### src/hw/rtl/iiav_pkg.sv
package iiav_pkg;

    // Store geometry.
    localparam int MAX_HEIGHT   = 128;
    localparam int MAX_WIDTH    = 128;
    localparam int MAX_CHANNELS = 4;

    localparam int ROW_W       = (MAX_HEIGHT > 1) ? $clog2(MAX_HEIGHT) : 1;
    localparam int COL_W       = (MAX_WIDTH > 1) ? $clog2(MAX_WIDTH) : 1;
    localparam int CH_W        = (MAX_CHANNELS > 1) ? $clog2(MAX_CHANNELS) : 1;
    localparam int STORE_DEPTH = MAX_CHANNELS * MAX_HEIGHT * MAX_WIDTH;
    localparam int ADDR_W      = $clog2(STORE_DEPTH);

    // Field widths of the stream beats.
    localparam int WORD_W  = 32;
    localparam int POS_W   = 7;
    localparam int CHIN_W  = 2;
    localparam int VAL_LSB = 0;
    localparam int ROW_LSB = VAL_LSB + WORD_W;
    localparam int COL_LSB = ROW_LSB + POS_W;
    localparam int CH_LSB  = COL_LSB + POS_W;
    localparam int S_DATA_W = 48;
    localparam int MEAN_W   = 41;
    localparam int M_DATA_W = 48;

    // Configuration registers.
    localparam int REG_W       = 8;
    localparam int CHANS_W     = 3;
    localparam int CFG_IDX_W   = 2;
    localparam logic [CFG_IDX_W-1:0] REG_HEIGHT   = 2'd0;
    localparam logic [CFG_IDX_W-1:0] REG_WIDTH    = 2'd1;
    localparam logic [CFG_IDX_W-1:0] REG_CELL     = 2'd2;
    localparam logic [CFG_IDX_W-1:0] REG_CHANNELS = 2'd3;
    localparam logic [REG_W-1:0]   HEIGHT_RESET   = 8'd128;
    localparam logic [REG_W-1:0]   WIDTH_RESET    = 8'd128;
    localparam logic [REG_W-1:0]   CELL_RESET     = 8'd8;
    localparam logic [CHANS_W-1:0] CHANNELS_RESET = 3'd1;

    // Arithmetic widths.
    localparam int PROD_W = 16;
    localparam int SUM_W  = 35;
    localparam int FRAC_W = 8;
    localparam int QUO_W  = 42;
    localparam int DEN_W  = 16;
    localparam int STEP_W = $clog2(QUO_W / 2 + 1);

    localparam logic [QUO_W-1:0] MAG_POS_LIM = QUO_W'((64'd1 << (MEAN_W - 1)) - 64'd1);
    localparam logic [QUO_W-1:0] MAG_NEG_LIM = QUO_W'(64'd1 << (MEAN_W - 1));
    localparam logic signed [MEAN_W-1:0] MEAN_MAX = {1'b0, {(MEAN_W - 1){1'b1}}};
    localparam logic signed [MEAN_W-1:0] MEAN_MIN = {1'b1, {(MEAN_W - 1){1'b0}}};

    // Command queue.
    localparam int QDEPTH = 2;
    localparam int QPTR_W = (QDEPTH > 1) ? $clog2(QDEPTH) : 1;
    localparam int QCNT_W = $clog2(QDEPTH + 1);

    typedef enum logic [1:0] {
        KIND_WRITE,
        KIND_QUERY,
        KIND_EMPTY
    } kind_t;

    typedef struct packed {
        logic [REG_W-1:0]   height;
        logic [REG_W-1:0]   width;
        logic [REG_W-1:0]   cell_size;
        logic [CHANS_W-1:0] chans;
    } cfg_t;

    typedef struct packed {
        kind_t             kind;
        logic [CH_W-1:0]   ch;
        logic [ROW_W-1:0]  top;
        logic [ROW_W-1:0]  bottom;
        logic [COL_W-1:0]  left;
        logic [COL_W-1:0]  right;
        logic [WORD_W-1:0] value;
    } cmd_t;

    typedef struct packed {
        logic                    valid;
        logic                    empty;
        logic signed [SUM_W-1:0] sum;
    } div_req_t;

    function automatic logic [ADDR_W-1:0] store_addr(
        input logic [CH_W-1:0]  ch,
        input logic [ROW_W-1:0] row,
        input logic [COL_W-1:0] col
    );
        logic [ADDR_W-1:0] a;
        a = ADDR_W'(ch) * ADDR_W'(MAX_HEIGHT) + ADDR_W'(row);
        a = a * ADDR_W'(MAX_WIDTH) + ADDR_W'(col);
        return a;
    endfunction

endpackage

### src/hw/rtl/iiav_fifo.sv
module iiav_fifo
    import iiav_pkg::*;
(
    input  logic clk,
    input  logic rst_n,
    input  logic push,
    input  cmd_t push_item,
    output logic full,
    input  logic pop,
    output logic valid,
    output cmd_t head
);

    cmd_t              slot_reg [QDEPTH];
    logic [QPTR_W-1:0] wr_ptr_reg;
    logic [QPTR_W-1:0] wr_ptr_next;
    logic [QPTR_W-1:0] rd_ptr_reg;
    logic [QPTR_W-1:0] rd_ptr_next;
    logic [QCNT_W-1:0] count_reg;
    logic [QCNT_W-1:0] count_next;

    assign full  = (count_reg == QCNT_W'(QDEPTH));
    assign valid = (count_reg != '0);
    assign head  = slot_reg[rd_ptr_reg];

    always_comb
    begin
        wr_ptr_next = wr_ptr_reg;
        rd_ptr_next = rd_ptr_reg;
        count_next  = count_reg;
        if (push)
        begin
            wr_ptr_next = (wr_ptr_reg == QPTR_W'(QDEPTH - 1)) ? '0 : wr_ptr_reg + QPTR_W'(1);
        end
        if (pop)
        begin
            rd_ptr_next = (rd_ptr_reg == QPTR_W'(QDEPTH - 1)) ? '0 : rd_ptr_reg + QPTR_W'(1);
        end
        if (push && !pop)
        begin
            count_next = count_reg + QCNT_W'(1);
        end
        else if (pop && !push)
        begin
            count_next = count_reg - QCNT_W'(1);
        end
    end

    always_ff @(posedge clk or negedge rst_n)
    begin
        if (!rst_n)
        begin
            wr_ptr_reg <= '0;
            rd_ptr_reg <= '0;
            count_reg  <= '0;
        end
        else
        begin
            wr_ptr_reg <= wr_ptr_next;
            rd_ptr_reg <= rd_ptr_next;
            count_reg  <= count_next;
        end
    end

    always_ff @(posedge clk)
    begin
        if (push)
        begin
            slot_reg[wr_ptr_reg] <= push_item;
        end
    end

endmodule

### config.mk
export PLATFORM = sky130hd
export DESIGN_NAME = iiav_fifo
export DESIGN_NICKNAME = d
export VERILOG_FILES = /design/src/hw/rtl/iiav_pkg.sv /design/src/hw/rtl/iiav_fifo.sv
export SDC_FILE = /design/constraint.sdc
export NUM_CORES = 1
export LEC_CHECK = 0
export ABC_AREA = 1
export BUFFER_PORTS_ARGS = -buffer_cell sky130_fd_sc_hd__buf_2
export CORE_ASPECT_RATIO = 0.7
export CORE_MARGIN = 3
export CORE_UTILIZATION = 47
export DETAILED_ROUTE_END_ITERATION = 6
export GPL_TIMING_DRIVEN = 0
export PLACE_DENSITY_LB_ADDON = 0.2
export SLEW_MARGIN = 5
export SYNTH_ARGS = -nofsm -noshare
export SYNTH_HDL_FRONTEND = slang
export SYNTH_SLANG_ARGS = --single-unit
### constraint.sdc
create_clock -name clk -period 3.3 [get_ports clk]
set_clock_uncertainty 0.05 [all_clocks]
set_input_delay 0.66 -clock clk [delete_from_list [all_inputs] [get_ports clk]]
set_output_delay 0.66 -clock clk [all_outputs]
set_load 0.005 [all_outputs]
==> results.sh <==
export IMPL_dr_pass1_iters=4
export IMPL_area_growth_pct=27.98
export IMPL_met2_usage_pct=23.71
export IMPL_leakage_nw=2.619
export IMPL_critPathBufInv=3
export IMPL_cts_sinks=132
export IMPL_slew_headroom_pct=43.71
export IMPL_num_rows=30
export IMPL_layout_commonest_cell="buf_2"
export IMPL_htreeDepth=4
export IMPL_cp_max_fo=10
export IMPL_final_cell_mix="134 x buf_2, 128 x edfxtp_1, 50 x mux2_4"
export IMPL_yosys_top_cells_area="edfxtp_1 76%, mux2_4 15%, mux2_2 3.1%, dfrtp_1 2.0%, buf_6 1.3%"
export IMPL_ys_seq_area_share_pct=78.39
export IMPL_hold_viol=0
export IMPL_overflow=0
export IMPL_cts_root_buf="clkbuf_16"
export IMPL_grt_max_degree=65
export IMPL_synth_area_leader_cell="edfxtp_1"
export IMPL_grtUsageMet3_pct=7.378
export IMPL_grt_pass1_wl_um=13740
export IMPL_worstPathRequired_ns=2.59
export IMPL_fin_cells=519
export IMPL_port_buffer_count=133
export IMPL_die_h_um=92.56
export IMPL_tns_ns=0
export IMPL_final_nets=448
export IMPL_die_w_um=129.7
export IMPL_multiInputGateArea_um2=996.0
export IMPL_clock_latency_ns=0.40
export IMPL_dpl_hpwl_um=5773
export IMPL_busiest_layer="met2"
export IMPL_reg2reg_depth=2
export IMPL_nFillCells=768
export IMPL_grt_usage_pct=15.34
export IMPL_status="completed"
export IMPL_slowest_stage="dfrtp_1"
export IMPL_grt_pass1_vias=2704
export IMPL_hp_class="input port to register"
export IMPL_post_route_period_util_pct=70.23
export IMPL_floorplan_initialDensity_pct=50.01
export IMPL_routed_via_density=4.881
export IMPL_largest_reg_flops=128
export IMPL_place_inst=487
export IMPL_postCtsSetupBuffers=0
export IMPL_n_antenna_cell=0
export IMPL_syn_area_per_cell_um2=22.46
export IMPL_cp_end_kind="output pin"
export IMPL_core_area_um2=10060
export IMPL_final_max_slew_viol_count=0
export IMPL_cts_buffers=17
export IMPL_finalCriticalPeriod_ns=2.318
export IMPL_yosysWarnings=0
export IMPL_dieArea_um2=12000
export IMPL_power_density_nw_per_um2=864.2
export IMPL_synth_seq_cells=132
export IMPL_cts_max_path_buffers=2
export IMPL_worst_slew_pin_slew_ns=0.8444
export IMPL_crit_cells=4
export IMPL_wl_per_cell_um=17.17
export IMPL_antenna_found_initial=0
export IMPL_hold_buffers=1
export IMPL_drt_total_wl_um=8912
export IMPL_syn_inst=224
export IMPL_synth_area_um2=5031
export IMPL_drive_above_1_share_pct=59.34
export IMPL_hold_path_depth=1
export IMPL_post_route_drc_count=0
export IMPL_synth_cell_type_count=14
export IMPL_detail_route_iter0_violations=138
export IMPL_netlist_area_leader_share_pct=76.40
export IMPL_setup_viol_count_final=0
export IMPL_cp_top_family="buffers and inverters"
export IMPL_cp_slowest_stage_delay_ns=0.36
export IMPL_start_kind="register"
export IMPL_crit_chain="buf_6, buf_6, mux2_4, buf_2"
export IMPL_ant_nets=0
export IMPL_syn_nets=293
export IMPL_critPathKind="register to output pin"
export IMPL_maxCapViolations=0
export IMPL_regArea_um2=3944
export IMPL_critPathArrivalTime_ns=1.61
export IMPL_vias=2533
export IMPL_max_freq_mhz=431.5
export IMPL_met1_usage_pct=19.11
export IMPL_clk_pin_slew_ns=0.05
export IMPL_cts_tree="done"
export IMPL_max_vdd_ir_drop_mv=0.4748
export IMPL_top_level_ports=134
export IMPL_cpMostUsedCell="buf_6"
export IMPL_gp_congestion=0.7005
export IMPL_ctsResizeCount=0
export IMPL_rsz0062_at_grt="false"
==> where the power goes <==
part	internal, mW	switching (mW)
clock network	1.01	0.637
registers	2.23	0.0914
logic	0.880	0.720
==> worst paths after layout <==
path / to / slack (ns) / from
max in group asynchronous: count_reg[0] / 2.53 / rst_n
hold reg to reg: count_reg[1] / 0.42 / count_reg[1]
hold / removal: slot_reg[0][33] / 0.40 / push_item[33]
setup reg to reg: slot_reg[1][54] / 1.65 / wr_ptr_reg
setup / recovery: head[26] / 0.98 / rd_ptr_reg
min in group asynchronous: rd_ptr_reg / 0.54 / rst_n
==> cell usage after synthesis (all sizes together) <==
cell type,number
xor2,2
inv,7
ha,1
edfxtp,128
nand2,6
nor2,2
buf,7
nand3,1
xnor2,1
mux2,64
dfrtp,4
nand4,1
==> worst register-to-register path, stage by stage, from the launching register on <==
cell     delay (ns)
dfrtp_1        0.43
nand2_1        0.12
inv_4          0.62
==> stage by stage <==
stage                     hold WS [ns]  util [%]  instance area, µm²  power, mW  setup slack [ns]
after floorplan                 0.3144         -                5034      3.381            0.4853
after global placement          0.4065     58.25                5859      3.939           -0.5906
after detailed placement        0.4125     58.72                5907      3.988             1.308
after CTS                       0.3766     64.01                6439      5.653            0.9499
after global routing            0.3761     64.01                6439      5.856            0.9028
final                           0.3961     64.01                6439      5.565            0.9823
==> layout make-up <==
type	count	area share, %
flip-flops and latches	132	61.25
multi-input cells	78	15.47
repair buffers	136	11.12
clock buffers	17	6.607
well taps	128	2.487
clock inverters	14	1.496
plain buffers	7	1.127
inverters	7	0.4469
==> cell families after synthesis <==
family / Yosys count / share of synthesized area (%)
multiplexers: 64 / 18.06
flip-flops: 132 / 78.39
adder cells (fa/ha/maj): 1 / 0.2487
XOR/XNOR: 3 / 0.5224
AND/OR/NAND/NOR: 10 / 0.8207
buffers and inverters: 14 / 1.965
==> routing by layer <==
| metal | vias to the layer above | routed length, µm |
|---|---|---|
| li1 | 1183 | - |
| met1 | 1246 | 3795 |
| met2 | 98 | 4264 |
| met3 | 6 | 775 |
| met4 | 0 | 76 |
| met5 | - | 0 |
(Power assumes the default switching activity.)
