===== config.mk =====
export PLATFORM = sky130hd
export DESIGN_NAME = iiav_front
export DESIGN_NICKNAME = d
export VERILOG_FILES = /design/src/hw/rtl/iiav_pkg.sv /design/src/hw/rtl/iiav_front.sv
export SDC_FILE = /design/constraint.sdc
export NUM_CORES = 1
export LEC_CHECK = 0
export ABC_AREA = 1
export BUFFER_PORTS_ARGS = -buffer_cell sky130_fd_sc_hd__buf_2
export CORE_MARGIN = 4
export CORE_UTILIZATION = 60
export DETAILED_ROUTE_END_ITERATION = 16
export PLACE_DENSITY = 0.95
export SLEW_MARGIN = 20
export SYNTH_ARGS = -nofsm -noshare
export SYNTH_HDL_FRONTEND = slang
export SYNTH_SLANG_ARGS = --single-unit

===== constraint.sdc =====
create_clock -name vclk -period 8.49
set_clock_uncertainty 0.2 [all_clocks]
set_input_delay 0.4245 -clock vclk [all_inputs]
set_output_delay 0.4245 -clock vclk [all_outputs]
set_load 0.02 [all_outputs]

===== src/hw/rtl/iiav_pkg.sv =====
package iiav_pkg;

    // Store geometry.
    localparam int MAX_HEIGHT   = 128;
    localparam int MAX_WIDTH    = 128;
    localparam int MAX_CHANNELS = 4;

    localparam int ROW_W       = (MAX_HEIGHT > 1) ? $clog2(MAX_HEIGHT) : 1;
    localparam int COL_W       = (MAX_WIDTH > 1) ? $clog2(MAX_WIDTH) : 1;
    localparam int CH_W        = (MAX_CHANNELS > 1) ? $clog2(MAX_CHANNELS) : 1;
    localparam int STORE_DEPTH = MAX_CHANNELS * MAX_HEIGHT * MAX_WIDTH;
    localparam int ADDR_W      = $clog2(STORE_DEPTH);

    // Field widths of the stream beats.
    localparam int WORD_W  = 32;
    localparam int POS_W   = 7;
    localparam int CHIN_W  = 2;
    localparam int VAL_LSB = 0;
    localparam int ROW_LSB = VAL_LSB + WORD_W;
    localparam int COL_LSB = ROW_LSB + POS_W;
    localparam int CH_LSB  = COL_LSB + POS_W;
    localparam int S_DATA_W = 48;
    localparam int MEAN_W   = 41;
    localparam int M_DATA_W = 48;

    // Configuration registers.
    localparam int REG_W       = 8;
    localparam int CHANS_W     = 3;
    localparam int CFG_IDX_W   = 2;
    localparam logic [CFG_IDX_W-1:0] REG_HEIGHT   = 2'd0;
    localparam logic [CFG_IDX_W-1:0] REG_WIDTH    = 2'd1;
    localparam logic [CFG_IDX_W-1:0] REG_CELL     = 2'd2;
    localparam logic [CFG_IDX_W-1:0] REG_CHANNELS = 2'd3;
    localparam logic [REG_W-1:0]   HEIGHT_RESET   = 8'd128;
    localparam logic [REG_W-1:0]   WIDTH_RESET    = 8'd128;
    localparam logic [REG_W-1:0]   CELL_RESET     = 8'd8;
    localparam logic [CHANS_W-1:0] CHANNELS_RESET = 3'd1;

    // Arithmetic widths.
    localparam int PROD_W = 16;
    localparam int SUM_W  = 35;
    localparam int FRAC_W = 8;
    localparam int QUO_W  = 42;
    localparam int DEN_W  = 16;
    localparam int STEP_W = $clog2(QUO_W / 2 + 1);

    localparam logic [QUO_W-1:0] MAG_POS_LIM = QUO_W'((64'd1 << (MEAN_W - 1)) - 64'd1);
    localparam logic [QUO_W-1:0] MAG_NEG_LIM = QUO_W'(64'd1 << (MEAN_W - 1));
    localparam logic signed [MEAN_W-1:0] MEAN_MAX = {1'b0, {(MEAN_W - 1){1'b1}}};
    localparam logic signed [MEAN_W-1:0] MEAN_MIN = {1'b1, {(MEAN_W - 1){1'b0}}};

    // Command queue.
    localparam int QDEPTH = 2;
    localparam int QPTR_W = (QDEPTH > 1) ? $clog2(QDEPTH) : 1;
    localparam int QCNT_W = $clog2(QDEPTH + 1);

    typedef enum logic [1:0] {
        KIND_WRITE,
        KIND_QUERY,
        KIND_EMPTY
    } kind_t;

    typedef struct packed {
        logic [REG_W-1:0]   height;
        logic [REG_W-1:0]   width;
        logic [REG_W-1:0]   cell_size;
        logic [CHANS_W-1:0] chans;
    } cfg_t;

    typedef struct packed {
        kind_t             kind;
        logic [CH_W-1:0]   ch;
        logic [ROW_W-1:0]  top;
        logic [ROW_W-1:0]  bottom;
        logic [COL_W-1:0]  left;
        logic [COL_W-1:0]  right;
        logic [WORD_W-1:0] value;
    } cmd_t;

    typedef struct packed {
        logic                    valid;
        logic                    empty;
        logic signed [SUM_W-1:0] sum;
    } div_req_t;

    function automatic logic [ADDR_W-1:0] store_addr(
        input logic [CH_W-1:0]  ch,
        input logic [ROW_W-1:0] row,
        input logic [COL_W-1:0] col
    );
        logic [ADDR_W-1:0] a;
        a = ADDR_W'(ch) * ADDR_W'(MAX_HEIGHT) + ADDR_W'(row);
        a = a * ADDR_W'(MAX_WIDTH) + ADDR_W'(col);
        return a;
    endfunction

endpackage


===== src/hw/rtl/iiav_front.sv =====
module iiav_front
    import iiav_pkg::*;
(
    input  logic                s_tvalid,
    output logic                s_tready,
    input  logic [S_DATA_W-1:0] s_tdata,
    input  logic                s_tuser,
    input  cfg_t                cfg,
    input  logic                q_full,
    output logic                q_push,
    output cmd_t                q_item
);

    logic [POS_W-1:0]  row;
    logic [POS_W-1:0]  col;
    logic [CHIN_W-1:0] ch;
    logic [PROD_W-1:0] row_w;
    logic [PROD_W-1:0] col_w;
    logic [PROD_W-1:0] ch_w;
    logic [PROD_W-1:0] cell_w;
    logic [PROD_W-1:0] h_w;
    logic [PROD_W-1:0] w_w;
    logic [PROD_W-1:0] nch_w;
    logic [PROD_W-1:0] top_w;
    logic [PROD_W-1:0] left_w;
    logic [PROD_W-1:0] bot_edge;
    logic [PROD_W-1:0] right_edge;
    logic [PROD_W-1:0] h_last;
    logic [PROD_W-1:0] w_last;
    logic [PROD_W-1:0] bottom_w;
    logic [PROD_W-1:0] right_w;
    logic [PROD_W-1:0] row_sel;
    logic [PROD_W-1:0] col_sel;
    logic              is_query;
    logic              in_store;
    logic              in_grid;

    assign row      = s_tdata[ROW_LSB +: POS_W];
    assign col      = s_tdata[COL_LSB +: POS_W];
    assign ch       = s_tdata[CH_LSB +: CHIN_W];
    assign is_query = s_tuser;

    assign row_w  = PROD_W'(row);
    assign col_w  = PROD_W'(col);
    assign ch_w   = PROD_W'(ch);
    assign cell_w = PROD_W'(cfg.cell_size);

    // Oversized geometry registers are clamped to the store dimensions.
    assign h_w   = (PROD_W'(cfg.height) > PROD_W'(MAX_HEIGHT)) ?
                   PROD_W'(MAX_HEIGHT) : PROD_W'(cfg.height);
    assign w_w   = (PROD_W'(cfg.width) > PROD_W'(MAX_WIDTH)) ?
                   PROD_W'(MAX_WIDTH) : PROD_W'(cfg.width);
    assign nch_w = (PROD_W'(cfg.chans) > PROD_W'(MAX_CHANNELS)) ?
                   PROD_W'(MAX_CHANNELS) : PROD_W'(cfg.chans);

    assign top_w      = row_w * cell_w;
    assign left_w     = col_w * cell_w;
    assign bot_edge   = top_w + cell_w;
    assign right_edge = left_w + cell_w;
    assign h_last     = h_w - PROD_W'(1);
    assign w_last     = w_w - PROD_W'(1);
    assign bottom_w   = (bot_edge <= h_last) ? bot_edge : h_last;
    assign right_w    = (right_edge <= w_last) ? right_edge : w_last;

    // A cell row r lies in the grid of ceil(h/c)-1 rows exactly when (r+1)*c < h.
    assign in_grid = (cell_w != '0) && (bot_edge < h_w) && (right_edge < w_w) &&
                     (ch_w < nch_w);

    assign in_store = (row_w < PROD_W'(MAX_HEIGHT)) && (col_w < PROD_W'(MAX_WIDTH)) &&
                      (ch_w < PROD_W'(MAX_CHANNELS));

    assign row_sel = is_query ? top_w : row_w;
    assign col_sel = is_query ? left_w : col_w;

    assign s_tready = !q_full;
    assign q_push   = s_tvalid && !q_full && (is_query || in_store);

    always_comb
    begin
        q_item.kind   = is_query ? (in_grid ? KIND_QUERY : KIND_EMPTY) : KIND_WRITE;
        q_item.ch     = ch_w[CH_W-1:0];
        q_item.top    = row_sel[ROW_W-1:0];
        q_item.bottom = bottom_w[ROW_W-1:0];
        q_item.left   = col_sel[COL_W-1:0];
        q_item.right  = right_w[COL_W-1:0];
        q_item.value  = s_tdata[VAL_LSB +: WORD_W];
    end

endmodule


==> results.json <==
{
  "ys_top_cells_by_area": "ha_1 21%, nand2_1 19%, fa_1 16%",
  "worstMarginPinSlew_ns": 0.671,
  "power.switching_mw": 1.77,
  "area_growth_pct": 3.22,
  "hp-class": "input port to output port",
  "power_leakage_nw": 5.22,
  "fp.dieH_um": 121,
  "core_area_sq_um": 12300,
  "first_global_vias": 7526,
  "numPortBuffers": 80,
  "fill_cells": 1085,
  "layout-drive-gt1-share_pct": 10.2,
  "maxCapViolCount": 0,
  "yosysTopAreaCellShare_pct": 21.1,
  "die_x_um": 121,
  "worstPathArrival_ns": 6.78,
  "grt.busiest_layer": "met2",
  "synth.avg_cell_area_sq_um": 6.16,
  "syn_nets": 1509,
  "powerDensity_nw_per_um2": 344,
  "p_int_mw": 0.949,
  "synthCells": 1242,
  "finalSetupViolCount": 0,
  "dieArea_sq_um": 14600,
  "hold_path_depth": 0,
  "io_pins": 144,
  "relSlewSlack_pct": 55.2,
  "drt-initial-drc-count": 721,
  "grtUsageMet2_pct": 47.7,
  "ant_nets": 0,
  "viasPerCell": 5.32,
  "fmax_mhz": 135,
  "seq_area_frac_synth_pct": 0,
  "ys_types": 41,
  "critical_path.max_stage_delay_ns": 0.53,
  "drc": 0,
  "yosysTopAreaCell": "ha_1",
  "start_util_pct": 62.4,
  "ir_drop_mv": 0.171,
  "vias": 7606,
  "whs_ns": 0.649,
  "holdPathEnd": "q_item[18]",
  "regArea_sq_um": 0,
  "grt_pass1_wl_um": 33400,
  "multiInputGateArea_sq_um": 6250,
  "power.share.switching_pct": 65.1,
  "fin_crit_sh_pct": 87.2,
  "grt_overflow": 0,
  "postCtsHoldBufs": 0,
  "status": "completed",
  "clkbuf_count": 0,
  "dp_hpwl_um": 16500,
  "tns_ns": 0,
  "report.final.slew_viol_count": 0,
  "seq_power_share_pct": 0,
  "crit_fanout": 17,
  "wl_per_cell_um": 13.6,
  "routed_wl_um": 19400,
  "ys_warn_count": 0,
  "critical_path.endpoint_type": "output port",
  "gp_congestion": 0.998,
  "use_met3_pct": 2.42,
  "nNetsFinal": 1530,
  "start_kind": "input port",
  "worstSetupPathType": "input port to output port",
  "antenna_found_initial": 0,
  "cts_setup_buffers": 0,
  "grt_max_degree": 19,
  "min_period_ns": 7.40,
  "grt_usage_pct": 27.1,
  "ctsResizeCount": 0,
  "dr.pass1.iters": 6,
  "clkPwrFrac_pct": 0,
  "seq_cell_count": 0,
  "grt.met1_usage_pct": 35.5,
  "fp-row-count": 40,
  "syn_area_sq_um": 7650,
  "finalHoldViolCount": 0,
  "antenna-diode-count": 0,
  "cpMostUsedCell": "nor2_1",
  "worstHoldStart": "s_tdata[18]",
  "crit_required_ns": 7.87,
  "pwr-share-comb_pct": 100.0,
  "rsz0062_at_grt": "false",
  "cp_slowest_cell": "fa_1"
}
[worst max-delay path, delay by kind of cell]
kind                     cells  cell delay, ns
buffers and inverters        7            0.68
AND/OR/NAND/NOR             16            1.79
AO/OA/AOI/OAI                2            0.27
XOR/XNOR                     2            0.53
adder cells (fa/ha/maj)      7            3.06
[cells in the mapped netlist, types with 15 or more instances]
cell,count
a21oi_1,43
buf_4,35
clkbuf_1,20
fa_1,60
ha_1,129
inv_1,270
nand2_1,390
nand2_2,15
nand3_1,66
nor2_1,57
o21ai_0,16
xnor2_1,16
xor2_1,18
[stage by stage]
step / std cells / instance area (sq um) / power (mW) / setup slack [ns] / util (%)
2_1_floorplan: 1242 / 7650 / 2.08 / 1.68 / -
3_5_place_dp: 1429 / 7890 / 2.65 / 1.24 / 64.4
4_1_cts: 1429 / 7890 / 2.67 / 1.23 / 64.4
5_1_grt: 1429 / 7890 / 3.07 / 0.720 / 64.4
6_report: 1429 / 7890 / 2.72 / 1.09 / 64.4
3_3_place_gp: 1429 / 7890 / 2.57 / 1.26 / 64.4
[logic make-up (layout without fill, tap and decap cells)]
kind of cell	after synthesis	in the layout	share of synthesized area, %
compound gates	86	86	6.35
xor+xnor	35	35	4.11
fa+ha+maj	189	189	36.8
buf+inv	336	355	18.3
simple gates	596	596	34.5
[cell usage in the layout, fill, tap and decap left out, types with 3 or more instances in the layout]
cell	n
o21bai_1	6
nor3_1	11
nand2_2	15
nand3_2	7
xor2_1	18
nand4_1	14
nand2_4	3
o211ai_1	4
nor2_4	3
o21ai_1	3
nor2_2	7
fa_1	60
nand3b_1	12
nand3_4	4
buf_2	80
o21ai_0	16
inv_2	5
a21oi_1	43
ha_1	129
nand2_1	390
a31oi_1	6
nor2_1	57
xnor2_1	16
nand3_1	66
inv_1	270
[worst max path at each step]
stage | end | start | cells past startpoint
4_1_cts | q_item[62] | cfg[7] | 34
3_3_place_gp | q_item[63] | cfg[4] | 29
6_report | q_item[62] | cfg[7] | 34
5_1_grt | q_item[62] | cfg[7] | 36
2_1_floorplan | q_item[34] | cfg[4] | 31
3_5_place_dp | q_item[62] | cfg[7] | 34
[power groups by stage]
stage / Combinational [mW] / Clock, mW / Sequential [mW]
floorplan: 2.08 / 0 / 0
global placement: 2.57 / 0 / 0
detailed placement: 2.65 / 0 / 0
CTS: 2.67 / 0 / 0
global route: 3.07 / 0 / 0
finish: 2.72 / 0 / 0
[layout make-up]
cell class	instances	share of cell area, %
multi-input cells	906	79.2
inverters	275	13.1
repair buffers	80	5.07
well taps	168	2.66
[per-layer routing]
metal / routed length, um / vias to the layer above / part of all wire, %
met5: 0 / - / 0
met4: 475 / 0 / 2.5
met3: 1470 / 40 / 7.6
met2: 9380 / 331 / 48
met1: 8040 / 3422 / 42
li1: - / 3813 / -
No activity file was read; power rests on OpenSTA's default activity.
