**src/hw/rtl/iiav_pkg.sv**
```systemverilog
package iiav_pkg;

    // Store geometry.
    localparam int MAX_HEIGHT   = 128;
    localparam int MAX_WIDTH    = 128;
    localparam int MAX_CHANNELS = 4;

    localparam int ROW_W       = (MAX_HEIGHT > 1) ? $clog2(MAX_HEIGHT) : 1;
    localparam int COL_W       = (MAX_WIDTH > 1) ? $clog2(MAX_WIDTH) : 1;
    localparam int CH_W        = (MAX_CHANNELS > 1) ? $clog2(MAX_CHANNELS) : 1;
    localparam int STORE_DEPTH = MAX_CHANNELS * MAX_HEIGHT * MAX_WIDTH;
    localparam int ADDR_W      = $clog2(STORE_DEPTH);

    // Field widths of the stream beats.
    localparam int WORD_W  = 32;
    localparam int POS_W   = 7;
    localparam int CHIN_W  = 2;
    localparam int VAL_LSB = 0;
    localparam int ROW_LSB = VAL_LSB + WORD_W;
    localparam int COL_LSB = ROW_LSB + POS_W;
    localparam int CH_LSB  = COL_LSB + POS_W;
    localparam int S_DATA_W = 48;
    localparam int MEAN_W   = 41;
    localparam int M_DATA_W = 48;

    // Configuration registers.
    localparam int REG_W       = 8;
    localparam int CHANS_W     = 3;
    localparam int CFG_IDX_W   = 2;
    localparam logic [CFG_IDX_W-1:0] REG_HEIGHT   = 2'd0;
    localparam logic [CFG_IDX_W-1:0] REG_WIDTH    = 2'd1;
    localparam logic [CFG_IDX_W-1:0] REG_CELL     = 2'd2;
    localparam logic [CFG_IDX_W-1:0] REG_CHANNELS = 2'd3;
    localparam logic [REG_W-1:0]   HEIGHT_RESET   = 8'd128;
    localparam logic [REG_W-1:0]   WIDTH_RESET    = 8'd128;
    localparam logic [REG_W-1:0]   CELL_RESET     = 8'd8;
    localparam logic [CHANS_W-1:0] CHANNELS_RESET = 3'd1;

    // Arithmetic widths.
    localparam int PROD_W = 16;
    localparam int SUM_W  = 35;
    localparam int FRAC_W = 8;
    localparam int QUO_W  = 42;
    localparam int DEN_W  = 16;
    localparam int STEP_W = $clog2(QUO_W / 2 + 1);

    localparam logic [QUO_W-1:0] MAG_POS_LIM = QUO_W'((64'd1 << (MEAN_W - 1)) - 64'd1);
    localparam logic [QUO_W-1:0] MAG_NEG_LIM = QUO_W'(64'd1 << (MEAN_W - 1));
    localparam logic signed [MEAN_W-1:0] MEAN_MAX = {1'b0, {(MEAN_W - 1){1'b1}}};
    localparam logic signed [MEAN_W-1:0] MEAN_MIN = {1'b1, {(MEAN_W - 1){1'b0}}};

    // Command queue.
    localparam int QDEPTH = 2;
    localparam int QPTR_W = (QDEPTH > 1) ? $clog2(QDEPTH) : 1;
    localparam int QCNT_W = $clog2(QDEPTH + 1);

    typedef enum logic [1:0] {
        KIND_WRITE,
        KIND_QUERY,
        KIND_EMPTY
    } kind_t;

    typedef struct packed {
        logic [REG_W-1:0]   height;
        logic [REG_W-1:0]   width;
        logic [REG_W-1:0]   cell_size;
        logic [CHANS_W-1:0] chans;
    } cfg_t;

    typedef struct packed {
        kind_t             kind;
        logic [CH_W-1:0]   ch;
        logic [ROW_W-1:0]  top;
        logic [ROW_W-1:0]  bottom;
        logic [COL_W-1:0]  left;
        logic [COL_W-1:0]  right;
        logic [WORD_W-1:0] value;
    } cmd_t;

    typedef struct packed {
        logic                    valid;
        logic                    empty;
        logic signed [SUM_W-1:0] sum;
    } div_req_t;

    function automatic logic [ADDR_W-1:0] store_addr(
        input logic [CH_W-1:0]  ch,
        input logic [ROW_W-1:0] row,
        input logic [COL_W-1:0] col
    );
        logic [ADDR_W-1:0] a;
        a = ADDR_W'(ch) * ADDR_W'(MAX_HEIGHT) + ADDR_W'(row);
        a = a * ADDR_W'(MAX_WIDTH) + ADDR_W'(col);
        return a;
    endfunction

endpackage

```
**src/hw/rtl/iiav_back.sv**
```systemverilog
module iiav_back
    import iiav_pkg::*;
(
    input  logic              clk,
    input  logic              rst_n,
    input  logic              q_valid,
    input  cmd_t              q_head,
    output logic              q_pop,
    output logic              ram_en,
    output logic              ram_we,
    output logic [ADDR_W-1:0] ram_addr,
    output logic [WORD_W-1:0] ram_wdata,
    input  logic [WORD_W-1:0] ram_rdata,
    output div_req_t          div_req,
    input  logic              div_ready
);

    localparam logic [1:0] ST_IDLE = 2'd0;
    localparam logic [1:0] ST_READ = 2'd1;
    localparam logic [1:0] ST_LAST = 2'd2;
    localparam logic [1:0] ST_HAND = 2'd3;

    // Corner read order; the last two corners are subtracted.
    localparam logic [1:0] CORNER_BR = 2'd0;
    localparam logic [1:0] CORNER_TL = 2'd1;
    localparam logic [1:0] CORNER_TR = 2'd2;
    localparam logic [1:0] CORNER_BL = 2'd3;

    logic [1:0]              state_reg;
    logic [1:0]              state_next;
    logic [1:0]              corner_reg;
    logic [1:0]              corner_next;
    cmd_t                    cur_reg;
    cmd_t                    cur_next;
    logic signed [SUM_W-1:0] sum_reg;
    logic signed [SUM_W-1:0] sum_next;
    logic                    empty_reg;
    logic                    empty_next;
    logic signed [SUM_W-1:0] word_s;

    assign word_s = $signed({{(SUM_W - WORD_W){1'b0}}, ram_rdata});
    assign q_pop  = (state_reg == ST_IDLE) && q_valid;

    assign div_req.valid = (state_reg == ST_HAND);
    assign div_req.empty = empty_reg;
    assign div_req.sum   = sum_reg;

    always_comb
    begin
        state_next  = state_reg;
        corner_next = corner_reg;
        cur_next    = cur_reg;
        sum_next    = sum_reg;
        empty_next  = empty_reg;
        ram_en      = 1'b0;
        ram_we      = 1'b0;
        ram_addr    = '0;
        ram_wdata   = q_head.value;
        case (state_reg)
            ST_IDLE:
            begin
                if (q_valid)
                begin
                    case (q_head.kind)
                        KIND_WRITE:
                        begin
                            ram_en   = 1'b1;
                            ram_we   = 1'b1;
                            ram_addr = store_addr(q_head.ch, q_head.top, q_head.left);
                        end
                        KIND_QUERY:
                        begin
                            cur_next    = q_head;
                            corner_next = CORNER_BR;
                            sum_next    = '0;
                            empty_next  = 1'b0;
                            state_next  = ST_READ;
                        end
                        KIND_EMPTY:
                        begin
                            sum_next   = '0;
                            empty_next = 1'b1;
                            state_next = ST_HAND;
                        end
                        default:
                        begin
                            state_next = ST_IDLE;
                        end
                    endcase
                end
            end
            ST_READ:
            begin
                ram_en = 1'b1;
                case (corner_reg)
                    CORNER_BR: ram_addr = store_addr(cur_reg.ch, cur_reg.bottom, cur_reg.right);
                    CORNER_TL: ram_addr = store_addr(cur_reg.ch, cur_reg.top, cur_reg.left);
                    CORNER_TR: ram_addr = store_addr(cur_reg.ch, cur_reg.top, cur_reg.right);
                    CORNER_BL: ram_addr = store_addr(cur_reg.ch, cur_reg.bottom, cur_reg.left);
                    default:   ram_addr = '0;
                endcase
                // The word read in the previous cycle belongs to the previous corner.
                if (corner_reg == CORNER_BL)
                begin
                    sum_next = sum_reg - word_s;
                end
                else if (corner_reg != CORNER_BR)
                begin
                    sum_next = sum_reg + word_s;
                end
                corner_next = corner_reg + 2'd1;
                if (corner_reg == CORNER_BL)
                begin
                    state_next = ST_LAST;
                end
            end
            ST_LAST:
            begin
                sum_next   = sum_reg - word_s;
                state_next = ST_HAND;
            end
            ST_HAND:
            begin
                if (div_ready)
                begin
                    state_next = ST_IDLE;
                end
            end
            default:
            begin
                state_next = ST_IDLE;
            end
        endcase
    end

    always_ff @(posedge clk or negedge rst_n)
    begin
        if (!rst_n)
        begin
            state_reg  <= ST_IDLE;
            corner_reg <= CORNER_BR;
            empty_reg  <= 1'b0;
        end
        else
        begin
            state_reg  <= state_next;
            corner_reg <= corner_next;
            empty_reg  <= empty_next;
        end
    end

    always_ff @(posedge clk)
    begin
        cur_reg <= cur_next;
        sum_reg <= sum_next;
    end

endmodule

```
**config.mk**
```make
export PLATFORM = sky130hd
export DESIGN_NAME = iiav_back
export DESIGN_NICKNAME = d
export VERILOG_FILES = /design/src/hw/rtl/iiav_pkg.sv /design/src/hw/rtl/iiav_back.sv
export SDC_FILE = /design/constraint.sdc
export NUM_CORES = 1
export LEC_CHECK = 0
export BUFFER_PORTS_ARGS = -buffer_cell sky130_fd_sc_hd__buf_4
export CORE_MARGIN = 8
export CORE_UTILIZATION = 40
export DETAILED_ROUTE_END_ITERATION = 7
export GPL_TIMING_DRIVEN = 0
export HOLD_SLACK_MARGIN = 0.1
export PLACE_DENSITY = 0.73
export SYNTH_ARGS = -nofsm -noshare
export SYNTH_HDL_FRONTEND = slang
export SYNTH_SLANG_ARGS = --single-unit
```
**constraint.sdc**
```tcl
create_clock -name clk -period 10.35 [get_ports clk]
set_input_delay 1.5525 -clock clk [delete_from_list [all_inputs] [get_ports clk]]
set_output_delay 1.5525 -clock clk [all_outputs]
set_load 0.005 [all_outputs]
```
==> results.json <==
{
  "cts_buffers": 9,
  "wl_per_cell_um": 19.8,
  "hold_viol": 0,
  "final.min_clock_period_ns": 4.75,
  "p_leak_nw": 4.05,
  "r2r-end": "sum_reg[27]",
  "hold_path_class": "flop to flop",
  "gp_congestion": 0.939,
  "start_util": 0.404,
  "worst_slew_pin_slew_ns": 0.789,
  "die_x_um": 153,
  "dp_hpwl_um": 19500,
  "cts_htree_levels": 3,
  "grt-ovfl-total": 0,
  "crit_arrival_ns": 3.19,
  "multi_input_area_um2": 4680,
  "final.period_utilization": 0.459,
  "relSlewSlack": 0.469,
  "ys_top_cells_by_area": "edfxtp_1, ha_1, a21oi_1, nor2_1, inv_1",
  "path_class": "input pin to output pin",
  "max_clock_freq_mhz": 211,
  "cts_tree": "built",
  "dieArea_um2": 23300,
  "drc": 2,
  "power.density_nw_per_um2": 325,
  "drtPass1Iterations": 8,
  "cts_setup_buffers": 0,
  "avgSynthCellArea_um2": 8.48,
  "drive_gt1_frac": 0.263,
  "portBuffers": 155,
  "vias": 7738,
  "r2r_cells": 10,
  "synthCells": 882,
  "finalSetupTns_ns": 0,
  "grt_pass1_vias": 7378,
  "finalSetupViolCount": 0,
  "ys_async_sr_fraction": 0.0714,
  "seq_area_frac_synth": 0.278,
  "crit_fanout": 10,
  "drv_cap": 0,
  "worstHoldEndpoint": "empty_reg",
  "r2r_slack_ns": 7.14,
  "ir_drop_mv": 0.191,
  "netlist_area_um2": 7480,
  "clk_latency_ns": 0.36,
  "synthDistinctLibCells": 95,
  "yosysWarningCount": 0,
  "hold_start": "empty_reg",
  "r2r_start": "sum_reg[8]",
  "routed_wirelength_um": 25500,
  "grt_pass1_wl_um": 39700,
  "fin_skew_ns": 0.0108,
  "layout_commonest_cell": "buf_4",
  "ctsLongestPathBuffers": 2,
  "synth-main-ff-cell": "edfxtp_1",
  "rsz0062_at_grt": "false",
  "cp.required_ns": 8.80,
  "status": "finished with violations",
  "vias_per_cell": 6.00,
  "drtIter0Drc": 746,
  "n_antenna_cell": 0,
  "synth-edff-count": 65,
  "netlist.area_leader.share": 0.261,
  "layout_common_cells": "buf_4, a21oi_1, nor2_1",
  "cts.sinks": 70,
  "worstHoldPathCells": 1,
  "ctsHoldBuffers": 0,
  "ios": 188,
  "core-area_um2": 18500,
  "slew_viol_final": 0,
  "worstSetupEndpointType": "output pin",
  "antenna_left": 0,
  "yosys_register_bits": 70,
  "syn-num-nets": 1059,
  "rows": 50,
  "clkTransAtPathRegs_ns": 0.07,
  "cts_root_buf": "clkbuf_16",
  "finalNetCount": 1227,
  "fin_area_um2": 9300,
  "antenna_found_initial": 0,
  "crit_path_start_kind": "input pin",
  "syn_to_final_growth_pct": 24.3,
  "fill_cells": 1783,
  "largest_reg_flops": 35,
  "die_y_um": 153,
  "yosys.area.top_type": "edfxtp_1",
  "hold_ws_ns": 0.518,
  "violations": "DRC",
  "regArea_um2": 2080,
  "placed_cell_area_um2": 9010,
  "grt_max_degree": 33,
  "cts-resized-gates": 0,
  "grt_use_total": 0.208
}
==> layer usage <==
layer | up-vias | routed length, um | track usage
met3 | 65 | 2870 | 0.0630
li1 | 3600 | - | -
met4 | 0 | 585 | 0.0617
met5 | - | 0 | 0
met1 | 3619 | 10500 | 0.264
met2 | 454 | 11500 | 0.334
==> worst max-delay path, cell delays in order <==
cell and delay [ns]:
buf_4 0.12, inv_1 0.07, ha_1 0.15, and3_1 0.15, clkbuf_1 0.38, buf_1 0.40, a22o_1 0.23, buf_4 0.12
==> cell families (layout without fill, tap and decap cells) <==
kind of cell    count (synthesis)  in the layout  share of synthesized area
mux                            12             12                     0.0176
simple gates                  240            240                      0.163
xor+xnor                        3              3                    0.00351
buf+inv                       156            329                     0.0989
flops                          70             70                      0.278
fa+ha+maj                      77             77                      0.131
compound gates                324            324                      0.308
==> synth_stat cells (all sizes together) (3+ instances only) <==
| cell type | number |
|---|---|
| buf | 52 |
| nand2 | 41 |
| mux2i | 3 |
| o31ai | 9 |
| a31oi | 11 |
| a21boi | 4 |
| and3 | 7 |
| ha | 75 |
| nor2b | 9 |
| o21ai | 37 |
| o22ai | 13 |
| mux2 | 9 |
| a211oi | 18 |
| edfxtp | 65 |
| o2111ai | 4 |
| nand4 | 6 |
| o21a | 7 |
| nor2 | 79 |
| a221oi | 16 |
| nor4 | 6 |
| o221ai | 5 |
| o211ai | 11 |
| a21oi | 101 |
| or2 | 12 |
| nor3 | 33 |
| or3 | 4 |
| nand3 | 15 |
| o221a | 4 |
| nand2b | 12 |
| a22o | 25 |
| a311oi | 3 |
| a21o | 8 |
| inv | 77 |
| dfrtp | 5 |
| o311ai | 4 |
| o31a | 3 |
| o211a | 3 |
| nor3b | 3 |
| a2bb2oi | 5 |
| and2 | 5 |
| o21bai | 13 |
| clkbuf | 27 |
| o22a | 4 |
==> report_power, final <==
group	internal [mW]	switching, mW
Combinational	0.823	1.34
Clock	0.168	0.150
Sequential	0.466	0.0740
==> metrics by stage <==
stage | total power, mW | instances | utilization | worst slack (ns)
after global placement | 2.59 | 1271 | 0.483 | 3.10
after global routing | 3.22 | 1289 | 0.502 | 5.44
after floorplan | 1.93 | 882 | - | 5.19
after detailed placement | 2.65 | 1273 | 0.486 | 5.65
final | 3.02 | 1289 | 0.502 | 5.60
after CTS | 2.98 | 1289 | 0.502 | 5.60
==> layout make-up <==
class                   instances  share of cell area
plain buffers                  79              0.0485
clock buffers                   9              0.0242
clock inverters                 7             0.00673
inverters                      77              0.0311
multi-input cells             656               0.503
flip-flops and latches         70               0.223
well taps                     234              0.0315
repair buffers                157               0.131
==> how the worst max path moves through the flow <==
stage,start,slack [ns],to,cells past startpoint
floorplan,q_head[62],5.19,sum_reg[0],4
global placement,q_head[62],3.10,sum_reg[18],5
detailed placement,q_head[62],5.65,ram_addr[15],8
CTS,q_head[62],5.60,ram_addr[15],8
global route,q_head[62],5.44,ram_addr[15],8
finish,q_head[62],5.60,ram_addr[15],8
Note: power is estimated with default switching activity, not from simulation.
