**src/hw/rtl/iiav_pkg.sv**
```systemverilog
package iiav_pkg;

    // Store geometry.
    localparam int MAX_HEIGHT   = 128;
    localparam int MAX_WIDTH    = 128;
    localparam int MAX_CHANNELS = 4;

    localparam int ROW_W       = (MAX_HEIGHT > 1) ? $clog2(MAX_HEIGHT) : 1;
    localparam int COL_W       = (MAX_WIDTH > 1) ? $clog2(MAX_WIDTH) : 1;
    localparam int CH_W        = (MAX_CHANNELS > 1) ? $clog2(MAX_CHANNELS) : 1;
    localparam int STORE_DEPTH = MAX_CHANNELS * MAX_HEIGHT * MAX_WIDTH;
    localparam int ADDR_W      = $clog2(STORE_DEPTH);

    // Field widths of the stream beats.
    localparam int WORD_W  = 32;
    localparam int POS_W   = 7;
    localparam int CHIN_W  = 2;
    localparam int VAL_LSB = 0;
    localparam int ROW_LSB = VAL_LSB + WORD_W;
    localparam int COL_LSB = ROW_LSB + POS_W;
    localparam int CH_LSB  = COL_LSB + POS_W;
    localparam int S_DATA_W = 48;
    localparam int MEAN_W   = 41;
    localparam int M_DATA_W = 48;

    // Configuration registers.
    localparam int REG_W       = 8;
    localparam int CHANS_W     = 3;
    localparam int CFG_IDX_W   = 2;
    localparam logic [CFG_IDX_W-1:0] REG_HEIGHT   = 2'd0;
    localparam logic [CFG_IDX_W-1:0] REG_WIDTH    = 2'd1;
    localparam logic [CFG_IDX_W-1:0] REG_CELL     = 2'd2;
    localparam logic [CFG_IDX_W-1:0] REG_CHANNELS = 2'd3;
    localparam logic [REG_W-1:0]   HEIGHT_RESET   = 8'd128;
    localparam logic [REG_W-1:0]   WIDTH_RESET    = 8'd128;
    localparam logic [REG_W-1:0]   CELL_RESET     = 8'd8;
    localparam logic [CHANS_W-1:0] CHANNELS_RESET = 3'd1;

    // Arithmetic widths.
    localparam int PROD_W = 16;
    localparam int SUM_W  = 35;
    localparam int FRAC_W = 8;
    localparam int QUO_W  = 42;
    localparam int DEN_W  = 16;
    localparam int STEP_W = $clog2(QUO_W / 2 + 1);

    localparam logic [QUO_W-1:0] MAG_POS_LIM = QUO_W'((64'd1 << (MEAN_W - 1)) - 64'd1);
    localparam logic [QUO_W-1:0] MAG_NEG_LIM = QUO_W'(64'd1 << (MEAN_W - 1));
    localparam logic signed [MEAN_W-1:0] MEAN_MAX = {1'b0, {(MEAN_W - 1){1'b1}}};
    localparam logic signed [MEAN_W-1:0] MEAN_MIN = {1'b1, {(MEAN_W - 1){1'b0}}};

    // Command queue.
    localparam int QDEPTH = 2;
    localparam int QPTR_W = (QDEPTH > 1) ? $clog2(QDEPTH) : 1;
    localparam int QCNT_W = $clog2(QDEPTH + 1);

    typedef enum logic [1:0] {
        KIND_WRITE,
        KIND_QUERY,
        KIND_EMPTY
    } kind_t;

    typedef struct packed {
        logic [REG_W-1:0]   height;
        logic [REG_W-1:0]   width;
        logic [REG_W-1:0]   cell_size;
        logic [CHANS_W-1:0] chans;
    } cfg_t;

    typedef struct packed {
        kind_t             kind;
        logic [CH_W-1:0]   ch;
        logic [ROW_W-1:0]  top;
        logic [ROW_W-1:0]  bottom;
        logic [COL_W-1:0]  left;
        logic [COL_W-1:0]  right;
        logic [WORD_W-1:0] value;
    } cmd_t;

    typedef struct packed {
        logic                    valid;
        logic                    empty;
        logic signed [SUM_W-1:0] sum;
    } div_req_t;

    function automatic logic [ADDR_W-1:0] store_addr(
        input logic [CH_W-1:0]  ch,
        input logic [ROW_W-1:0] row,
        input logic [COL_W-1:0] col
    );
        logic [ADDR_W-1:0] a;
        a = ADDR_W'(ch) * ADDR_W'(MAX_HEIGHT) + ADDR_W'(row);
        a = a * ADDR_W'(MAX_WIDTH) + ADDR_W'(col);
        return a;
    endfunction

endpackage

```
**src/hw/rtl/iiav_div.sv**
```systemverilog
module iiav_div
    import iiav_pkg::*;
(
    input  logic                     clk,
    input  logic                     rst_n,
    input  div_req_t                 req,
    output logic                     ready,
    input  logic [REG_W-1:0]         cell_size,
    output logic                     m_tvalid,
    input  logic                     m_tready,
    output logic signed [MEAN_W-1:0] mean,
    output logic                     in_range
);

    logic                     busy_reg;
    logic                     busy_next;
    logic [STEP_W-1:0]        step_reg;
    logic [STEP_W-1:0]        step_next;
    logic [QUO_W-1:0]         num_reg;
    logic [QUO_W-1:0]         num_next;
    logic [DEN_W-1:0]         rem_reg;
    logic [DEN_W-1:0]         rem_next;
    logic [DEN_W-1:0]         den_reg;
    logic [DEN_W-1:0]         den_next;
    logic                     neg_reg;
    logic                     neg_next;
    logic                     flag_reg;
    logic                     flag_next;
    logic                     out_valid_reg;
    logic                     out_valid_next;
    logic signed [MEAN_W-1:0] out_mean_reg;
    logic signed [MEAN_W-1:0] out_mean_next;
    logic                     out_flag_reg;
    logic                     out_flag_next;
    logic [SUM_W-1:0]         mag;
    logic [QUO_W-1:0]         neg_num;
    logic signed [MEAN_W-1:0] sat_mean;

    assign ready    = !busy_reg;
    assign m_tvalid = out_valid_reg;
    assign mean     = out_mean_reg;
    assign in_range = out_flag_reg;

    assign mag     = req.sum[SUM_W-1] ? SUM_W'(-req.sum) : req.sum;
    assign neg_num = ~num_reg + QUO_W'(1);

    // Truncation toward zero is division of the magnitude; the sign comes back after.
    always_comb
    begin
        if (!neg_reg)
        begin
            sat_mean = (num_reg > MAG_POS_LIM) ? MEAN_MAX : $signed(num_reg[MEAN_W-1:0]);
        end
        else
        begin
            sat_mean = (num_reg > MAG_NEG_LIM) ? MEAN_MIN : $signed(neg_num[MEAN_W-1:0]);
        end
    end

    always_comb
    begin
        logic [DEN_W:0]   trial;
        logic [DEN_W-1:0] r;
        logic [QUO_W-1:0] n;
        busy_next      = busy_reg;
        step_next      = step_reg;
        num_next       = num_reg;
        rem_next       = rem_reg;
        den_next       = den_reg;
        neg_next       = neg_reg;
        flag_next      = flag_reg;
        out_valid_next = out_valid_reg;
        out_mean_next  = out_mean_reg;
        out_flag_next  = out_flag_reg;
        r              = rem_reg;
        n              = num_reg;
        trial          = '0;

        if (out_valid_reg && m_tready)
        begin
            out_valid_next = 1'b0;
        end

        if (!busy_reg)
        begin
            if (req.valid)
            begin
                busy_next = 1'b1;
                flag_next = !req.empty;
                neg_next  = req.sum[SUM_W-1];
                num_next  = req.empty ? '0 : QUO_W'({mag, {FRAC_W{1'b0}}});
                rem_next  = '0;
                den_next  = DEN_W'(cell_size) * DEN_W'(cell_size);
                step_next = req.empty ? '0 : STEP_W'(QUO_W / 2);
            end
        end
        else if (step_reg != '0)
        begin
            // Two restoring steps per cycle; quotient bits fill the vacated low end.
            for (int i = 0; i < 2; i++)
            begin
                trial = {r, n[QUO_W-1]};
                n     = {n[QUO_W-2:0], 1'b0};
                if (trial >= {1'b0, den_reg})
                begin
                    trial = trial - {1'b0, den_reg};
                    n[0]  = 1'b1;
                end
                r = trial[DEN_W-1:0];
            end
            num_next  = n;
            rem_next  = r;
            step_next = step_reg - STEP_W'(1);
        end
        else if (!out_valid_reg || m_tready)
        begin
            out_valid_next = 1'b1;
            out_mean_next  = sat_mean;
            out_flag_next  = flag_reg;
            busy_next      = 1'b0;
        end
    end

    always_ff @(posedge clk or negedge rst_n)
    begin
        if (!rst_n)
        begin
            busy_reg      <= 1'b0;
            step_reg      <= '0;
            out_valid_reg <= 1'b0;
        end
        else
        begin
            busy_reg      <= busy_next;
            step_reg      <= step_next;
            out_valid_reg <= out_valid_next;
        end
    end

    always_ff @(posedge clk)
    begin
        num_reg      <= num_next;
        rem_reg      <= rem_next;
        den_reg      <= den_next;
        neg_reg      <= neg_next;
        flag_reg     <= flag_next;
        out_mean_reg <= out_mean_next;
        out_flag_reg <= out_flag_next;
    end

endmodule

```
**config.mk**
```make
export PLATFORM = sky130hd
export DESIGN_NAME = iiav_div
export DESIGN_NICKNAME = d
export VERILOG_FILES = /design/src/hw/rtl/iiav_pkg.sv /design/src/hw/rtl/iiav_div.sv
export SDC_FILE = /design/constraint.sdc
export NUM_CORES = 1
export LEC_CHECK = 0
export BUFFER_PORTS_ARGS = -buffer_cell sky130_fd_sc_hd__buf_2
export CAP_MARGIN = 20
export CORE_MARGIN = 5
export CORE_UTILIZATION = 50
export CTS_CLUSTER_SIZE = 24
export DETAILED_ROUTE_END_ITERATION = 12
export PLACE_DENSITY = 0.69
export SLEW_MARGIN = 15
export SYNTH_ARGS = -nofsm -noshare
export SYNTH_HDL_FRONTEND = slang
export SYNTH_SLANG_ARGS = --single-unit
```
**constraint.sdc**
```tcl
create_clock -name clk -period 7.96 [get_ports clk]
set_clock_uncertainty 0.2 [all_clocks]
set_input_delay 0.398 -clock clk [delete_from_list [all_inputs] [get_ports clk]]
set_output_delay 0.398 -clock clk [all_outputs]
set_load 0.01 [all_outputs]
```
==> summary.md <==
| Metric | Value |
|---|---|
| Commonest non-fill, non-tap cell in the layout | `nand2_1` |
| Worst Path Max Fanout | `22` |
| Area after DPL | `0.0106 mm2` |
| Commonest cells after routing, fill and taps aside | `121 x nand2_1, 117 x edfxtp_1, 91 x buf_2` |
| Share of layout cells above drive strength 1 | `0.127` |
| Max cap viols | `0` |
| ANT nets after route | `0` |
| Netlist cell types | `68` |
| Port bufs | `91` |
| CTS tree | `done` |
| FP Rows | `51` |
| Worst Slack Setup Final | `1.52 ns` |
| Die Width | `151 um` |
| Crit. End Element | `flop` |
| Design area | `0.0112 mm2` |
| Hpwl dp | `17.9 mm` |
| Avg WL per Cell | `16.9 um` |
| Initial antenna violation count | `0` |
| First-pass GRT wire length | `38.8 mm` |
| Startpoint types | `flop` |
| Tmin final | `6.44 ns` |
| Slew Limit Fails | `0` |
| Drt first pass iters | `5` |
| Setup tns final | `0 ns` |
| Data required, critical path | `7.93 ns` |
| Hold-fix buffers at CTS | `2` |
| Root buf cell | `clkbuf_16` |
| Static leakage | `4.76 nW` |
| Total core area | `0.0195 mm2` |
| CTS Buf Count | `17` |
| Worst-path clk slew | `0.06 ns` |
| Clock Sink Count | `124` |
| Post-cts repair resize count | `0` |
| Fill cell count | `1711` |
| Post-synth top area cell | `edfxtp_1` |
| Sequential area share after synthesis | `0.374` |
| Setup bufs post-CTS | `0` |
| Outcome | `finished, final reports clean` |
| Initial Utilization | `0.507` |
| Post-synth ARST share | `0.0565` |
| Maximum vdd drop | `0.290 mV` |
| Worst-margin pin slew | `0.900 ns` |
| Gate Count Post-Synth | `1059` |
| GR Overflow Total | `0` |
| RSZ-0062 raised after global routing | `false` |
| Full die area | `0.0227 mm2` |
| Mapped cell area | `0.00987 mm2` |
| DRC | `0` |
| Hold violation count in the final report | `0` |
| Syn-to-layout area delta | `13.2%` |
| PwrDens | `502 mW/mm2` |
| Synth area leaders | `edfxtp_1 36%, ha_1 8.6%, fa_1 5.1%, nand2_1 4.6%, o21ai_0 4.6%` |
| EDFF count, synth | `117` |
| Dominant synthesized flop cell | `edfxtp_1` |
| Min-Delay Path Class | `input pin to flop` |
| GP Congestion | `0.959` |
| Syn avg cell area | `9.32 um2` |
| Part of the cycle the worst path needs | `0.809` |
| Util after Layout | `0.574` |
| Maximum clock path buffer count | `2` |
| Post-Syn Nets | `1200` |
| ANT cells | `0` |
| Largest register FFs | `42` |
| Largest net degree at the start of global routing | `44` |
| Initial drt markers | `815` |
| Worst slack at placement | `1.65 ns` |
| Vias in the first global route | `7692` |
| Via/cell ratio | `5.81` |
| Die Ht | `151 um` |
| CP Class | `flop to flop` |
| Global-route usage over all layers | `0.215` |
| Skew-Pair Late Insertion Delay | `0.42 ns` |
| Synthesis Warnings | `0` |
| DR vias | `8217` |
| Relative slew slack | `0.398` |
| Fmax | `155 MHz` |
| Worst path arrival time | `6.40 ns` |
| Final net count | `1277` |
| H-Tree Depth | `4` |
| Synthesized flop and latch total | `124` |
| Overall power | `5.61 mW` |
| I/O Pins | `92` |
| Final wirelength | `23.9 mm` |
| Yosys top cell area share | `0.356` |
| Final setup fails | `0` |
-- final cells by class --
class | count | area, um2 | area share
Clock buffer | 18 | 429 | 0.0384
Tap cell | 265 | 332 | 0.0297
Timing Repair Buffer | 102 | 543 | 0.0486
Sequential cell | 124 | 3690 | 0.330
Inverter | 80 | 300 | 0.0269
Multi-Input combinational cell | 811 | 5730 | 0.512
Clock inverter | 14 | 160 | 0.0143
-- path summary, 6_finish.rpt --
kind                            cells past startpoint             startpoint                       end  slack [ns]
min in group asynchronous                           2                  rst_n   step_reg[3]$_DFFE_PN0P_        0.14
max in group asynchronous                           2                  rst_n   step_reg[2]$_DFFE_PN0P_        7.25
worst min register to register                      0     flag_reg$_DFFE_PP_        in_range$_DFFE_PP_        0.22
worst min-delay path                                3                req[36]        busy_reg$_DFF_PN0_        0.04
worst max register to register                     19  num_reg[41]$_DFFE_PP_  rem_reg[3]$_SDFFCE_PN0P_        1.52
worst max-delay path                               19  num_reg[41]$_DFFE_PP_  rem_reg[3]$_SDFFCE_PN0P_        1.52
-- critical path: stages, from the launching register on --
cell	delay (ns)
edfxtp_1	0.48
inv_1	0.19
ha_1	0.25
nand2b_1	0.09
a2111oi_0	0.70
nor3_1	0.20
or3_1	0.42
nand2_1	0.56
o21ai_0	0.29
ha_1	0.42
a21o_1	0.20
a21o_1	0.19
a21oi_1	0.22
o21ai_0	0.14
a211o_1	0.31
a311oi_1	0.26
o211ai_1	0.38
buf_4	0.35
nand2_1	0.19
o22ai_1	0.12
-- routing by layer --
metal | GRT usage | part of all wire
met1 | 0.327 | 0.47
met4 | 0.0572 | 0.013
met3 | 0.0361 | 0.083
met2 | 0.318 | 0.43
met5 | 0 | 0
-- cell usage after synthesis, drive strengths merged (5+ instances only) --
library cell and number:
a21o 16, or4 8, o21bai 7, mux2i 12, nor4 14, o31ai 15, dfrtp 7, xor2 46
or3 15, o211ai 7, buf 6, fa 25, or2 5, nor2b 9, a21oi 53, nand4 9
ha 68, nand2b 16, nor2 59, and2 24, nand3 26, nand3b 11, o21ai 91, nor3 26
o41ai 8, and3 6, edfxtp 117, inv 80, a211oi 6, nor3b 5, o311ai 19, clkbuf 38
xnor2 26, o211a 10, a221o 5, nand2 122
-- through the flow --
| stage | instances | hold WS (ns) |
|---|---|---|
| after floorplan | 1059 | -0.0976 |
| after global placement | 1380 | 0.0429 |
| after detailed placement | 1380 | 0.0462 |
| after CTS | 1414 | 0.0239 |
| after global routing | 1414 | 0.0387 |
| final | 1414 | 0.0430 |
-- report_power, final --
part	internal, mW	switching (mW)
logic	1.30	2.03
registers	1.23	0.277
clock network	0.467	0.310
-- cells by family (layout without fill, tap and decap cells) --
| group | Yosys count | count (layout) | share of synthesized area |
|---|---|---|---|
| and+or+nand+nor | 363 | 363 | 0.185 |
| AOI/OAI and AO/OA | 267 | 267 | 0.177 |
| DFF | 124 | 124 | 0.374 |
| buffers and inverters | 124 | 214 | 0.0478 |
| adders and majority gates | 93 | 93 | 0.137 |
| xor gates and xnor gates | 72 | 72 | 0.0639 |
| muxes | 16 | 16 | 0.0167 |
Power figures use the tool's default switching activity.
